**src/rtl/core/hsvrgb_pkg.sv**
```systemverilog
// ----------------------------------------------------------------------------
// hsvrgb_pkg
// Shared types and fixed constants of the HSV to RGB color converter.
// ----------------------------------------------------------------------------
package hsvrgb_pkg;

   // Q0.16 color channels, 1.0 = 65536, so one extra bit holds full scale.
   localparam int COLOR_FRAC_BITS = 16;
   localparam int CHAN_W          = 17;
   localparam int VS_W            = 2 * CHAN_W - 1;
   localparam logic [CHAN_W-1:0] UNIT_ONE = CHAN_W'(1 << COLOR_FRAC_BITS);
   localparam logic [VS_W-1:0]   CHROMA_HALF = VS_W'(1 << (COLOR_FRAC_BITS - 1));

   // Hue is Q.8 degrees in [0, 92160); 92160 = 45 * 2^11.
   localparam int HUE_W     = 17;
   localparam int HUE_LOW_W = 11;
   localparam int HUE_BLK_W = 22;
   localparam int HUE_REM_W = 6;
   localparam logic [HUE_BLK_W-1:0] HUE_BLK_BIAS = 22'd1048590;  // 45 * 23302
   localparam logic [HUE_REM_W-1:0] HUE_BLOCKS   = 6'd45;
   localparam logic [22:0]          RECIP45       = 23'd5965233;  // ceil(2^28 / 45)
   localparam int                   RECIP45_SHIFT = 28;
   localparam int                   QUO45_W       = 17;

   // Golden-ratio fraction as Q0.32.
   localparam logic [31:0] GOLDEN_Q32 = 32'h9E3779B9;
   localparam int          GOLD45_W   = 38;

   // One 60 degree sector in Q.8 degrees; 15360 = 15 * 2^10.
   localparam logic [HUE_W-1:0] HUE_SECTOR = 17'd15360;
   localparam int               F_W        = 14;
   localparam int               PROD_W     = CHAN_W + F_W;
   localparam logic [12:0]      X_HALF     = 13'd7680;
   localparam int               T_W        = 21;
   localparam logic [20:0]      RECIP15    = 21'd1118482;  // ceil(2^24 / 15)
   localparam int               RECIP15_SHIFT = 24;

   typedef logic [CHAN_W-1:0] chan_type;
   typedef logic [HUE_W-1:0]  hue_type;

   typedef enum logic [2:0] {
      SECTOR_R_TO_Y = 3'd0,
      SECTOR_Y_TO_G = 3'd1,
      SECTOR_G_TO_C = 3'd2,
      SECTOR_C_TO_B = 3'd3,
      SECTOR_B_TO_M = 3'd4,
      SECTOR_M_TO_R = 3'd5
   } sector_type;

endpackage

```
**src/rtl/core/hsvrgb_if.sv**
```systemverilog
// ----------------------------------------------------------------------------
// hsvrgb_if
// Valid/ready channels carrying HSV requests and RGB responses.
// ----------------------------------------------------------------------------
interface hsvrgb_in_if;
   logic                     valid;
   logic                     ready;
   logic                     kind;
   logic signed [31:0]       hue_deg;
   logic [31:0]              color_index;
   hsvrgb_pkg::chan_type     saturation;
   hsvrgb_pkg::chan_type     brightness;

   modport source (output valid, kind, hue_deg, color_index, saturation, brightness,
                   input ready);
   modport sink   (input valid, kind, hue_deg, color_index, saturation, brightness,
                   output ready);
endinterface

interface hsvrgb_out_if;
   logic                 valid;
   logic                 ready;
   hsvrgb_pkg::chan_type red;
   hsvrgb_pkg::chan_type green;
   hsvrgb_pkg::chan_type blue;

   modport source (output valid, red, green, blue, input ready);
   modport sink   (input valid, red, green, blue, output ready);
endinterface

```
**src/rtl/core/hsvrgb_hue.sv**
```systemverilog
// ----------------------------------------------------------------------------
// hsvrgb_hue
// Two-stage hue unit: wraps a signed degree hue or derives one from an index.
// ----------------------------------------------------------------------------
module hsvrgb_hue (
   input  logic                clock,
   input  logic                en,
   input  logic                kind,
   input  logic signed [31:0]  hue_deg,
   input  logic [31:0]         color_index,
   output hsvrgb_pkg::hue_type hue
);

   localparam int BW = hsvrgb_pkg::HUE_BLK_W;
   localparam int LW = hsvrgb_pkg::HUE_LOW_W;

   logic [BW-1:0]                     blk_in;
   logic [BW+22:0]                    quo_prod;
   logic [63:0]                       gold_prod;
   logic                              kind_a_ff;
   logic [LW-1:0]                     low_a_ff;
   logic [BW-1:0]                     blk_a_ff;
   logic [hsvrgb_pkg::QUO45_W-1:0]    quo_a_ff;
   logic [31:0]                       frac_a_ff;
   logic [BW-1:0]                     rem_full;
   logic [hsvrgb_pkg::GOLD45_W-1:0]   gold45;
   hsvrgb_pkg::hue_type               hue_in;
   hsvrgb_pkg::hue_type               hue_ff;

   // Floor-divide by 2^11, then bias by a multiple of 45 so the block count
   // is non-negative and keeps its residue modulo 45.
   assign blk_in   = {hue_deg[31], hue_deg[31:LW]} + hsvrgb_pkg::HUE_BLK_BIAS;
   assign quo_prod = (BW+23)'(blk_in) * (BW+23)'(hsvrgb_pkg::RECIP45);
   assign gold_prod = 64'(color_index) * 64'(hsvrgb_pkg::GOLDEN_Q32);

   always_ff @(posedge clock) begin
      if (en) begin
         kind_a_ff <= kind;
         low_a_ff  <= hue_deg[LW-1:0];
         blk_a_ff  <= blk_in;
         quo_a_ff  <= quo_prod[hsvrgb_pkg::RECIP45_SHIFT +: hsvrgb_pkg::QUO45_W];
         frac_a_ff <= gold_prod[31:0];
      end
   end

   // The reciprocal quotient is exact over the biased range, so the
   // remainder is below 45.
   assign rem_full = blk_a_ff - BW'(quo_a_ff) * BW'(hsvrgb_pkg::HUE_BLOCKS);
   assign gold45   = hsvrgb_pkg::GOLD45_W'(frac_a_ff) * hsvrgb_pkg::GOLD45_W'(6'd45);

   always_comb begin
      if (kind_a_ff) begin
         hue_in = gold45[hsvrgb_pkg::GOLD45_W-1 -: hsvrgb_pkg::HUE_W];
      end else begin
         hue_in = {rem_full[hsvrgb_pkg::HUE_REM_W-1:0], low_a_ff};
      end
   end

   always_ff @(posedge clock) begin
      if (en) begin
         hue_ff <= hue_in;
      end
   end

   assign hue = hue_ff;

endmodule

```
**src/rtl/core/hsvrgb_mix.sv**
```systemverilog
// ----------------------------------------------------------------------------
// hsvrgb_mix
// Three-stage sector, secondary-component and channel assembly pipeline.
// ----------------------------------------------------------------------------
module hsvrgb_mix (
   input  logic                 clock,
   input  logic                 en,
   input  hsvrgb_pkg::hue_type  hue,
   input  hsvrgb_pkg::chan_type chroma,
   input  hsvrgb_pkg::chan_type value,
   output hsvrgb_pkg::chan_type red,
   output hsvrgb_pkg::chan_type green,
   output hsvrgb_pkg::chan_type blue
);

   localparam int PW = hsvrgb_pkg::PROD_W;
   localparam int TW = hsvrgb_pkg::T_W;
   localparam int XW = hsvrgb_pkg::CHAN_W;

   hsvrgb_pkg::sector_type            sector_in, sector_c_ff, sector_d_ff;
   hsvrgb_pkg::hue_type               base;
   hsvrgb_pkg::hue_type               pos;
   logic [hsvrgb_pkg::F_W-1:0]        f_val;
   logic [PW-1:0]                     prod_c_ff;
   hsvrgb_pkg::chan_type              c_c_ff, m_c_ff, c_d_ff, m_d_ff;
   logic [PW:0]                       round_sum;
   logic [TW-1:0]                     t_val;
   logic [TW+20:0]                    x_prod;
   hsvrgb_pkg::chan_type              x_d_ff;
   hsvrgb_pkg::chan_type              r_pre, g_pre, b_pre;
   hsvrgb_pkg::chan_type              red_ff, green_ff, blue_ff;

   always_comb begin
      if (hue >= 17'(5 * hsvrgb_pkg::HUE_SECTOR)) begin
         sector_in = hsvrgb_pkg::SECTOR_M_TO_R;
         base      = 17'(5 * hsvrgb_pkg::HUE_SECTOR);
      end else if (hue >= 17'(4 * hsvrgb_pkg::HUE_SECTOR)) begin
         sector_in = hsvrgb_pkg::SECTOR_B_TO_M;
         base      = 17'(4 * hsvrgb_pkg::HUE_SECTOR);
      end else if (hue >= 17'(3 * hsvrgb_pkg::HUE_SECTOR)) begin
         sector_in = hsvrgb_pkg::SECTOR_C_TO_B;
         base      = 17'(3 * hsvrgb_pkg::HUE_SECTOR);
      end else if (hue >= 17'(2 * hsvrgb_pkg::HUE_SECTOR)) begin
         sector_in = hsvrgb_pkg::SECTOR_G_TO_C;
         base      = 17'(2 * hsvrgb_pkg::HUE_SECTOR);
      end else if (hue >= hsvrgb_pkg::HUE_SECTOR) begin
         sector_in = hsvrgb_pkg::SECTOR_Y_TO_G;
         base      = hsvrgb_pkg::HUE_SECTOR;
      end else begin
         sector_in = hsvrgb_pkg::SECTOR_R_TO_Y;
         base      = '0;
      end
      pos = hue - base;
      // The ramp falls across odd sectors and rises across even ones.
      if (sector_in[0]) begin
         f_val = hsvrgb_pkg::F_W'(hsvrgb_pkg::HUE_SECTOR - pos);
      end else begin
         f_val = hsvrgb_pkg::F_W'(pos);
      end
   end

   always_ff @(posedge clock) begin
      if (en) begin
         sector_c_ff <= sector_in;
         prod_c_ff   <= PW'(chroma) * PW'(f_val);
         c_c_ff      <= chroma;
         m_c_ff      <= value - chroma;
      end
   end

   // Divide by 15360 with rounding: shift out 2^10, then a reciprocal
   // multiply for the factor 15, which is exact over this range.
   assign round_sum = (PW+1)'(prod_c_ff) + (PW+1)'(hsvrgb_pkg::X_HALF);
   assign t_val     = round_sum[10 +: TW];
   assign x_prod    = (TW+21)'(t_val) * (TW+21)'(hsvrgb_pkg::RECIP15);

   always_ff @(posedge clock) begin
      if (en) begin
         sector_d_ff <= sector_c_ff;
         x_d_ff      <= x_prod[hsvrgb_pkg::RECIP15_SHIFT +: XW];
         c_d_ff      <= c_c_ff;
         m_d_ff      <= m_c_ff;
      end
   end

   always_comb begin
      case (sector_d_ff)
         hsvrgb_pkg::SECTOR_R_TO_Y: begin
            r_pre = c_d_ff; g_pre = x_d_ff; b_pre = '0;
         end
         hsvrgb_pkg::SECTOR_Y_TO_G: begin
            r_pre = x_d_ff; g_pre = c_d_ff; b_pre = '0;
         end
         hsvrgb_pkg::SECTOR_G_TO_C: begin
            r_pre = '0; g_pre = c_d_ff; b_pre = x_d_ff;
         end
         hsvrgb_pkg::SECTOR_C_TO_B: begin
            r_pre = '0; g_pre = x_d_ff; b_pre = c_d_ff;
         end
         hsvrgb_pkg::SECTOR_B_TO_M: begin
            r_pre = x_d_ff; g_pre = '0; b_pre = c_d_ff;
         end
         default: begin
            r_pre = c_d_ff; g_pre = '0; b_pre = x_d_ff;
         end
      endcase
   end

   always_ff @(posedge clock) begin
      if (en) begin
         red_ff   <= r_pre + m_d_ff;
         green_ff <= g_pre + m_d_ff;
         blue_ff  <= b_pre + m_d_ff;
      end
   end

   assign red   = red_ff;
   assign green = green_ff;
   assign blue  = blue_ff;

endmodule

```
**src/rtl/core/hsv_to_rgb_converter.sv**
```systemverilog
// Path: a transaction accepted into the first register stage moves through the
// stages in order, is presented as a response from the output register and
// leaves when the response channel takes it.
// Throughput: one transaction per cycle; the five register stages advance
// together whenever the output register is empty or being taken.
// Reset: synchronous and active high; it clears every stage valid bit, so no
// response is shown after reset. Payload registers are not reset.
// ----------------------------------------------------------------------------
// hsv_to_rgb_converter
// Fixed-point HSV to RGB color conversion, one color per transaction.
// ----------------------------------------------------------------------------
module hsv_to_rgb_converter (
   input  logic          clock,
   input  logic          reset,
   hsvrgb_in_if.sink     req_chan,
   hsvrgb_out_if.source  rsp_chan
);

   localparam int STAGES = 5;
   localparam int CW     = hsvrgb_pkg::CHAN_W;
   localparam int VSW    = hsvrgb_pkg::VS_W;

   // All stages move on a single enable. The last stage is the output
   // register, so a stalled response holds the pipeline in place without
   // dropping or duplicating anything, and a new transaction is taken in the
   // same cycle that the current response leaves.
   logic                 advance;
   logic [STAGES-1:0]    valid_ff;
   logic [STAGES-1:0]    valid_in;

   hsvrgb_pkg::chan_type sat_clamped, val_clamped;
   logic [VSW-1:0]       vs_a_ff;
   hsvrgb_pkg::chan_type v_a_ff;
   logic [VSW-1:0]       chroma_sum;
   hsvrgb_pkg::chan_type c_b_ff, v_b_ff;
   hsvrgb_pkg::hue_type  hue_b;

   assign advance       = !valid_ff[STAGES-1] || rsp_chan.ready;
   assign req_chan.ready = advance;
   assign rsp_chan.valid = valid_ff[STAGES-1];

   assign valid_in = {valid_ff[STAGES-2:0], req_chan.valid};

   always_ff @(posedge clock) begin
      if (reset) begin
         valid_ff <= '0;
      end else if (advance) begin
         valid_ff <= valid_in;
      end
   end

   // Stage one: clamp saturation and value to 1.0 and form their product.
   always_comb begin
      sat_clamped = (req_chan.saturation > hsvrgb_pkg::UNIT_ONE) ?
                    hsvrgb_pkg::UNIT_ONE : req_chan.saturation;
      val_clamped = (req_chan.brightness > hsvrgb_pkg::UNIT_ONE) ?
                    hsvrgb_pkg::UNIT_ONE : req_chan.brightness;
   end

   always_ff @(posedge clock) begin
      if (advance) begin
         vs_a_ff <= VSW'(val_clamped) * VSW'(sat_clamped);
         v_a_ff  <= val_clamped;
      end
   end

   // Stage two: chroma is the product rounded half up back to Q0.16.
   assign chroma_sum = vs_a_ff + hsvrgb_pkg::CHROMA_HALF;

   always_ff @(posedge clock) begin
      if (advance) begin
         c_b_ff <= chroma_sum[hsvrgb_pkg::COLOR_FRAC_BITS +: CW];
         v_b_ff <= v_a_ff;
      end
   end

   // The hue unit runs in step with the chroma path over stages one and two.
   hsvrgb_hue u_hue (
      .clock       (clock),
      .en          (advance),
      .kind        (req_chan.kind),
      .hue_deg     (req_chan.hue_deg),
      .color_index (req_chan.color_index),
      .hue         (hue_b)
   );

   // Stages three to five: sector and ramp, the secondary component, and the
   // channel placement with the offset m = v - c added in the output register.
   hsvrgb_mix u_mix (
      .clock  (clock),
      .en     (advance),
      .hue    (hue_b),
      .chroma (c_b_ff),
      .value  (v_b_ff),
      .red    (rsp_chan.red),
      .green  (rsp_chan.green),
      .blue   (rsp_chan.blue)
   );

endmodule

```
**src/flat_wrapper.sv**
```systemverilog
// flat-port wrapper written by rule: the top's interface ports become plain ports
module hsv_to_rgb_converter_flat 
  (clock, reset, req_chan_valid, req_chan_kind, req_chan_hue_deg, req_chan_color_index, req_chan_saturation, req_chan_brightness, req_chan_ready, rsp_chan_valid, rsp_chan_red, rsp_chan_green, rsp_chan_blue, rsp_chan_ready);
  hsvrgb_in_if req_chan_i ();
  hsvrgb_out_if rsp_chan_i ();
  input  logic clock;
  input  logic reset;
  input wire logic [$bits(req_chan_i.valid)-1:0] req_chan_valid;
  input wire logic [$bits(req_chan_i.kind)-1:0] req_chan_kind;
  input wire logic [$bits(req_chan_i.hue_deg)-1:0] req_chan_hue_deg;
  input wire logic [$bits(req_chan_i.color_index)-1:0] req_chan_color_index;
  input wire logic [$bits(req_chan_i.saturation)-1:0] req_chan_saturation;
  input wire logic [$bits(req_chan_i.brightness)-1:0] req_chan_brightness;
  output wire logic [$bits(req_chan_i.ready)-1:0] req_chan_ready;
  output wire logic [$bits(rsp_chan_i.valid)-1:0] rsp_chan_valid;
  output wire logic [$bits(rsp_chan_i.red)-1:0] rsp_chan_red;
  output wire logic [$bits(rsp_chan_i.green)-1:0] rsp_chan_green;
  output wire logic [$bits(rsp_chan_i.blue)-1:0] rsp_chan_blue;
  input wire logic [$bits(rsp_chan_i.ready)-1:0] rsp_chan_ready;
  assign req_chan_i.valid = req_chan_valid;
  assign req_chan_i.kind = req_chan_kind;
  assign req_chan_i.hue_deg = req_chan_hue_deg;
  assign req_chan_i.color_index = req_chan_color_index;
  assign req_chan_i.saturation = req_chan_saturation;
  assign req_chan_i.brightness = req_chan_brightness;
  assign req_chan_ready = req_chan_i.ready;
  assign rsp_chan_valid = rsp_chan_i.valid;
  assign rsp_chan_red = rsp_chan_i.red;
  assign rsp_chan_green = rsp_chan_i.green;
  assign rsp_chan_blue = rsp_chan_i.blue;
  assign rsp_chan_i.ready = rsp_chan_ready;
  hsv_to_rgb_converter u_core (.clock(clock), .reset(reset), .req_chan(req_chan_i), .rsp_chan(rsp_chan_i));
endmodule
```
**config.mk**
```make
export PLATFORM = sky130hd
export DESIGN_NAME = hsv_to_rgb_converter_flat
export DESIGN_NICKNAME = d
export VERILOG_FILES = /design/src/rtl/core/hsvrgb_pkg.sv /design/src/rtl/core/hsvrgb_if.sv /design/src/rtl/core/hsvrgb_hue.sv /design/src/rtl/core/hsvrgb_mix.sv /design/src/rtl/core/hsv_to_rgb_converter.sv /design/src/flat_wrapper.sv
export SDC_FILE = /design/constraint.sdc
export NUM_CORES = 2
export LEC_CHECK = 0
export BUFFER_PORTS_ARGS = -buffer_cell sky130_fd_sc_hd__buf_4
export CORE_UTILIZATION = 60
export DETAILED_ROUTE_END_ITERATION = 10
export PLACE_DENSITY = 0.8
export SETUP_SLACK_MARGIN = 0.2
export SLEW_MARGIN = 20
export SYNTH_ARGS = -nofsm -noshare
export SYNTH_HDL_FRONTEND = slang
export SYNTH_SLANG_ARGS = --single-unit
```
**constraint.sdc**
```tcl
create_clock -name clock -period 11.8 [get_ports clock]
set_input_delay 2.95 -clock clock [delete_from_list [all_inputs] [get_ports clock]]
set_output_delay 2.95 -clock clock [all_outputs]
set_load 0.03 [all_outputs]
```
# Yosys cells after proc, flatten, opt, wreduce, memory -nomap -nowiden
# Index checks and enable logic that the tools add are counted.
[totals] regBits=346 input_bits=103
[op_classes] n_addsub=10 multipliers=7 n_lt_le_gt_ge=7 eq_ne=4 n_mux=17 reduce_logical=10
[ops] op="$pmux W17 S2" n=3
[ops] op="$mux W14" n=6
[ops] op="$add A17 B17 Y17" n=3
[ops] op="$mux W17" n=3
[ops] op="$mul A22 B23 Y45 const B" n=1
[ops] op="$mul A21 B20 Y40 const B" n=1
[ops] op="$mul A32 B6 Y38 const B" n=1
[ops] op="$ge A17 B16 Y1 const B" n=2
[ops] op="$gt A17 B17 Y1 const B" n=2
[ops] op="$add A33 B16 Y33 const B" n=1
[ops] op="$mul A17 B17 Y33" n=1
[ops] op="$mul A32 B32 Y32 const B" n=1
[ops] op="$add A31 B13 Y31 const B" n=1
[ops] op="$mul A17 B14 Y31" n=1
[ops] op="$add A22 B21 Y22 const B" n=1
[ops] op="$ge A17 B14 Y1 const B" n=1
[ops] op="$ge A17 B15 Y1 const B" n=1
[ops] op="$ge A17 B17 Y1 const B" n=1
[ops] op="$mul A17 B6 Y6 const B" n=1
[ops] op="$sub A17 B17 Y17" n=1
[ops] op="$reduce_or A2 Y1" n=7
[ops] op="$sub A14 B14 Y14" n=1
[ops] op="$sub A14 B14 Y14 const A" n=1
[ops] op="$eq A3 B2 Y1 const B" n=2
[ops] op="8 further kinds" n=11

# Depth between registers and ports, before layout
[depth] depth_word=10 depth_mapped=36

# Modules after synthesis
# A second synthesis with hierarchy kept.
[unflattened] hier_cells=5363 area_unflattened_um2=53211.0
[modules_own_cells] mod="hsvrgb_hue" n_inst=1 cells_each=2104 area_per_inst_um2=21391.8
[modules_own_cells] mod="hsvrgb_mix" n_inst=1 cells_each=1998 area_per_inst_um2=20103.0
[modules_own_cells] mod="hsv_to_rgb_converter" n_inst=1 cells_each=1261 area_per_inst_um2=11716.2

# Worst setup path before layout
# No wires, ideal clock.
[synth_timing] kind="input-to-output" startpoint="in rsp_chan_ready" endpoint="out req_chan_ready" arrival_time_ns=9.165 t_required_ns=8.850 path_slack_ns=-0.315 path_stages=2 path_buffers=0 path_cell_list="nor2b_1 -> inv_1"
[synth_via] elab_chain_len=1
[synth_lines] element="from (decl)" line="flat_wrapper.sv:19" text="input wire logic [$bits(rsp_chan_i.ready)-1:0] rsp_chan_ready;"
[synth_lines] element="$logic_or A1 B1 Y1" line="hsv_to_rgb_converter.sv:38" text="assign advance = !valid_ff[STAGES-1] || rsp_chan.ready;"
[synth_lines] element="to (decl)" line="flat_wrapper.sv:14" text="output wire logic [$bits(req_chan_i.ready)-1:0] req_chan_ready;"
# Every way passes these cells.

# Worst setup path after layout
[layout_timing] startpoint="in req_chan_saturation[9]" endpoint="reg u_core.vs_a_ff[23], data pin"
[layout_via] elab_chain_len=3
[layout_lines] element="from (decl)" line="flat_wrapper.sv:12" text="input wire logic [$bits(req_chan_i.saturation)-1:0] req_chan_saturation;"
[layout_lines] element="$gt A17 B17 Y1" line="hsv_to_rgb_converter.sv:54" text="sat_clamped = (req_chan.saturation > hsvrgb_pkg::UNIT_ONE) ?"
[layout_lines] element="$mux W17 (*)" line="hsv_to_rgb_converter.sv:54"
[layout_lines] element="$mul A17 B17 Y33 (*)" line="hsv_to_rgb_converter.sv:62" text="vs_a_ff <= VSW'(val_clamped) * VSW'(sat_clamped);"
[layout_lines] element="to (signal assigned)" line="hsv_to_rgb_converter.sv:62"
[layout_lines] element="to (decl)" line="hsv_to_rgb_converter.sv:32" text="logic [VSW-1:0] vs_a_ff;"
# Every way passes the cells marked *; elsewhere a longest branch is shown, timed or not.
# A chain may end at the register's enable or synchronous reset.

==> impl_metrics.tcl <==
set metrics [dict create \
    cts.sinks 311 \
    maxSlewHeadroom_pct 28.5 \
    wire_per_inst_um 18.7 \
    timing.final.max_slew_violations 0 \
    antenna_cells 0 \
    cts_buffers 34 \
    worstPathArrival_ps 10340 \
    design.portCount 156 \
    design.core.area_mm2 0.0857 \
    highest_fanout_seen_on_the_critical_path 30 \
    crit_path_top_delay_cell "and2_1" \
    synth.ff_latch_count 311 \
    edff_count_synth 306 \
    yosys_most_used_dff "edfxtp_1" \
    cts_hold_buffers 0 \
    cts.path.max_buffers 3 \
    yosysWarnings 0 \
    wirelength_um 120000 \
    post-synth-top-count-cell "inv_1" \
    fmax_ghz 0.0996 \
    crit_path_to "u_core.vs_a_ff[23]" \
    drt_drc_violations_left 0 \
    largest_register_ff_count 32 \
    clkTransAtPathRegs_ps 60 \
    worstSetupStartpoint "req_chan_saturation[9]" \
    drt_first_iter_violations 2462 \
    vias_per_cell 5.61 \
    drive_above_1_share_pct 5.28 \
    min_period_over_period_pct 85.1 \
    grt_max_degree 187 \
    worst_setup_path_start_kind "primary input" \
    maxCapViolCount 0 \
    reg2reg_slack_ps 2490 \
    cp.required_ps 12090 \
    cp_common_cell "fa_1" \
    synth_sequential_area_ratio_pct 17.8 \
    worst_pin_slew_ps 1070 \
    cts.repair.resized 0 \
    multi_input_comb_area_mm2 0.0380 \
    yosys-top-cells-count "inv_1, fa_1, ha_1, nand2_1, edfxtp_1" \
    cts_root_buffer "clkbuf_16" \
    finalHoldViolations 0 \
    criticalPathCategory "in -> reg" \
    grt_util_all_layers_pct 28.3 \
    fin_worst_skew_ps 23.3 \
    worst_setup_path_end_kind "flop" \
    detailed_place_hpwl_um 102000 \
    setup_violations 0 \
    design.final.nets 7026 \
    full_die_area_mm2 0.0881 \
    biggestRegsByFlops "u_core.u_hue.frac_a_ff x32, u_core.u_mix.prod_c_ff x22, u_core.vs_a_ff x18" \
    area_growth_syn_to_layout_pct 6.75 \
    async_reset_ff_share_pct 0 \
    first_pass_grt_wire_length_um 198000 \
    synthCells 5132 \
    grt_antenna_before_repair 0 \
    type_of_the_most_critical_hold_path "reg -> reg" \
    worst-r2r-cell-count 28 \
    final.setup.tns_ps 0 \
    worst_skew_pair.late_latency_ps 560 \
    cts_tree "built" \
    slowest_delay_ps 570 \
    number_of_global_route_vias_before_repair 38200 \
    gr_ovfl_total 0 \
    port_buffers 155 \
    largest_register "u_core.u_hue.frac_a_ff" \
    post_cts_buffers 0 \
    yosys.area.top_type_share_pct 32.5 \
    fp.dieW_um 297 \
    n_fill_cell 6742 \
    ctsHtreeMaxLevel 2 \
    avgSynthCellArea_um2 10.2 \
    gp_congestion 0.981 \
    rsz0062_at_grt "false" \
    sequential_cell_area_mm2 0.00929 \
    netlist_top_cells_area "fa_1, ha_1, edfxtp_1" \
    synth_cell_type_count 71 \
    regToRegStartpoint "u_core.u_hue.hue[12]" \
    period_minus_slack_ps 10040 \
    synth_top_cell_by_area "fa_1" \
    status "completed" \
    floorplan.initialDensity_pct 60.9 \
    worst_r2r_endpoint "u_core.u_mix.prod_c_ff[27]" \
    detailedRoute.firstPassIterationCount 6 \
    chipHeight_um 297 \
    vias 36000 \
    route.antenna.remaining_nets 0 \
    core.rowCount 107 \
    synth_fp_nets 6901 \
    synth_area_mm2 0.0522 \
]
## placed cells by master (no fill, tap or decap), types with 39 or more instances in the layout
cell type,synthesis,final
and3_1,45,45
ha_1,820,820
inv_1,1209,1208
nand2_1,452,452
nor3_1,39,39
nand3_1,55,55
xor2_1,69,67
edfxtp_1,306,306
buf_4,0,184
xnor2_1,216,216
fa_1,846,846
o21ai_0,71,71
a21oi_1,129,129
and2_1,104,104
a21o_1,54,54
nor2_1,241,240
## cell type report
cell class,count,area share [%]
multi-input combinational,3515,68.2
sequential,311,16.7
inverter,1210,8.16
tap,1144,2.57
timing repair buffer,185,2.52
clock buffer,37,1.59
clock inverter,22,0.272
## routing by layer
metal,part of all wire (%),vias up,GRT usage [%]
met5,0,-,0
met4,3.8,0,10.3
met2,47,1345,46.5
li1,-,16500,-
met1,42,17900,38.0
met3,7.0,301,4.60
## cells by family after synthesis
group	synth area share, %
adder cells (fa/ha/maj)	52.2
XOR/XNOR	4.79
AND/OR/NAND/NOR	9.67
multiplexers	0.355
AO/OA/AOI/OAI	5.81
buffers and inverters	9.42
flip-flops	17.8
## worst min path at each step
stage	startpoint	to	cells after the start
floorplan	u_core.u_mix.c_c_ff[0]	u_core.u_mix.c_d_ff[0]	0
global placement	u_core.u_mix.m_c_ff[14]	u_core.u_mix.m_d_ff[14]	0
detailed placement	u_core.u_mix.c_c_ff[8]	u_core.u_mix.c_d_ff[8]	0
CTS	u_core.u_mix.m_c_ff[9]	u_core.u_mix.m_d_ff[9]	0
global route	u_core.u_mix.m_c_ff[4]	u_core.u_mix.m_d_ff[4]	0
finish	u_core.u_mix.m_c_ff[9]	u_core.u_mix.m_d_ff[9]	0
## metrics by stage
step                utilization, %  cells  setup WS (ps)  area, um^2  hold slack (ps)
CTS                           65.0   6424           1860       55700              417
finish                        65.0   6424           1760       55700              415
global placement              63.8   6365           1450       54600              402
detailed placement            63.8   6365           1260       54600              405
global route                  65.0   6424           1340       55700              420
floorplan                        -   5132           1950       52200              400
## worst max-delay path: cells and delay by family
family                     cells  cell delay (ps)
xor gates and xnor gates       1               80
and+or+nand+nor                5             1760
buffers and inverters          5              440
AOI/OAI and AO/OA              8             1750
adders and majority gates      7             3340
Power is not shown: default switching activity piles up to over one toggle a cycle in this logic, so the estimate is an artifact.
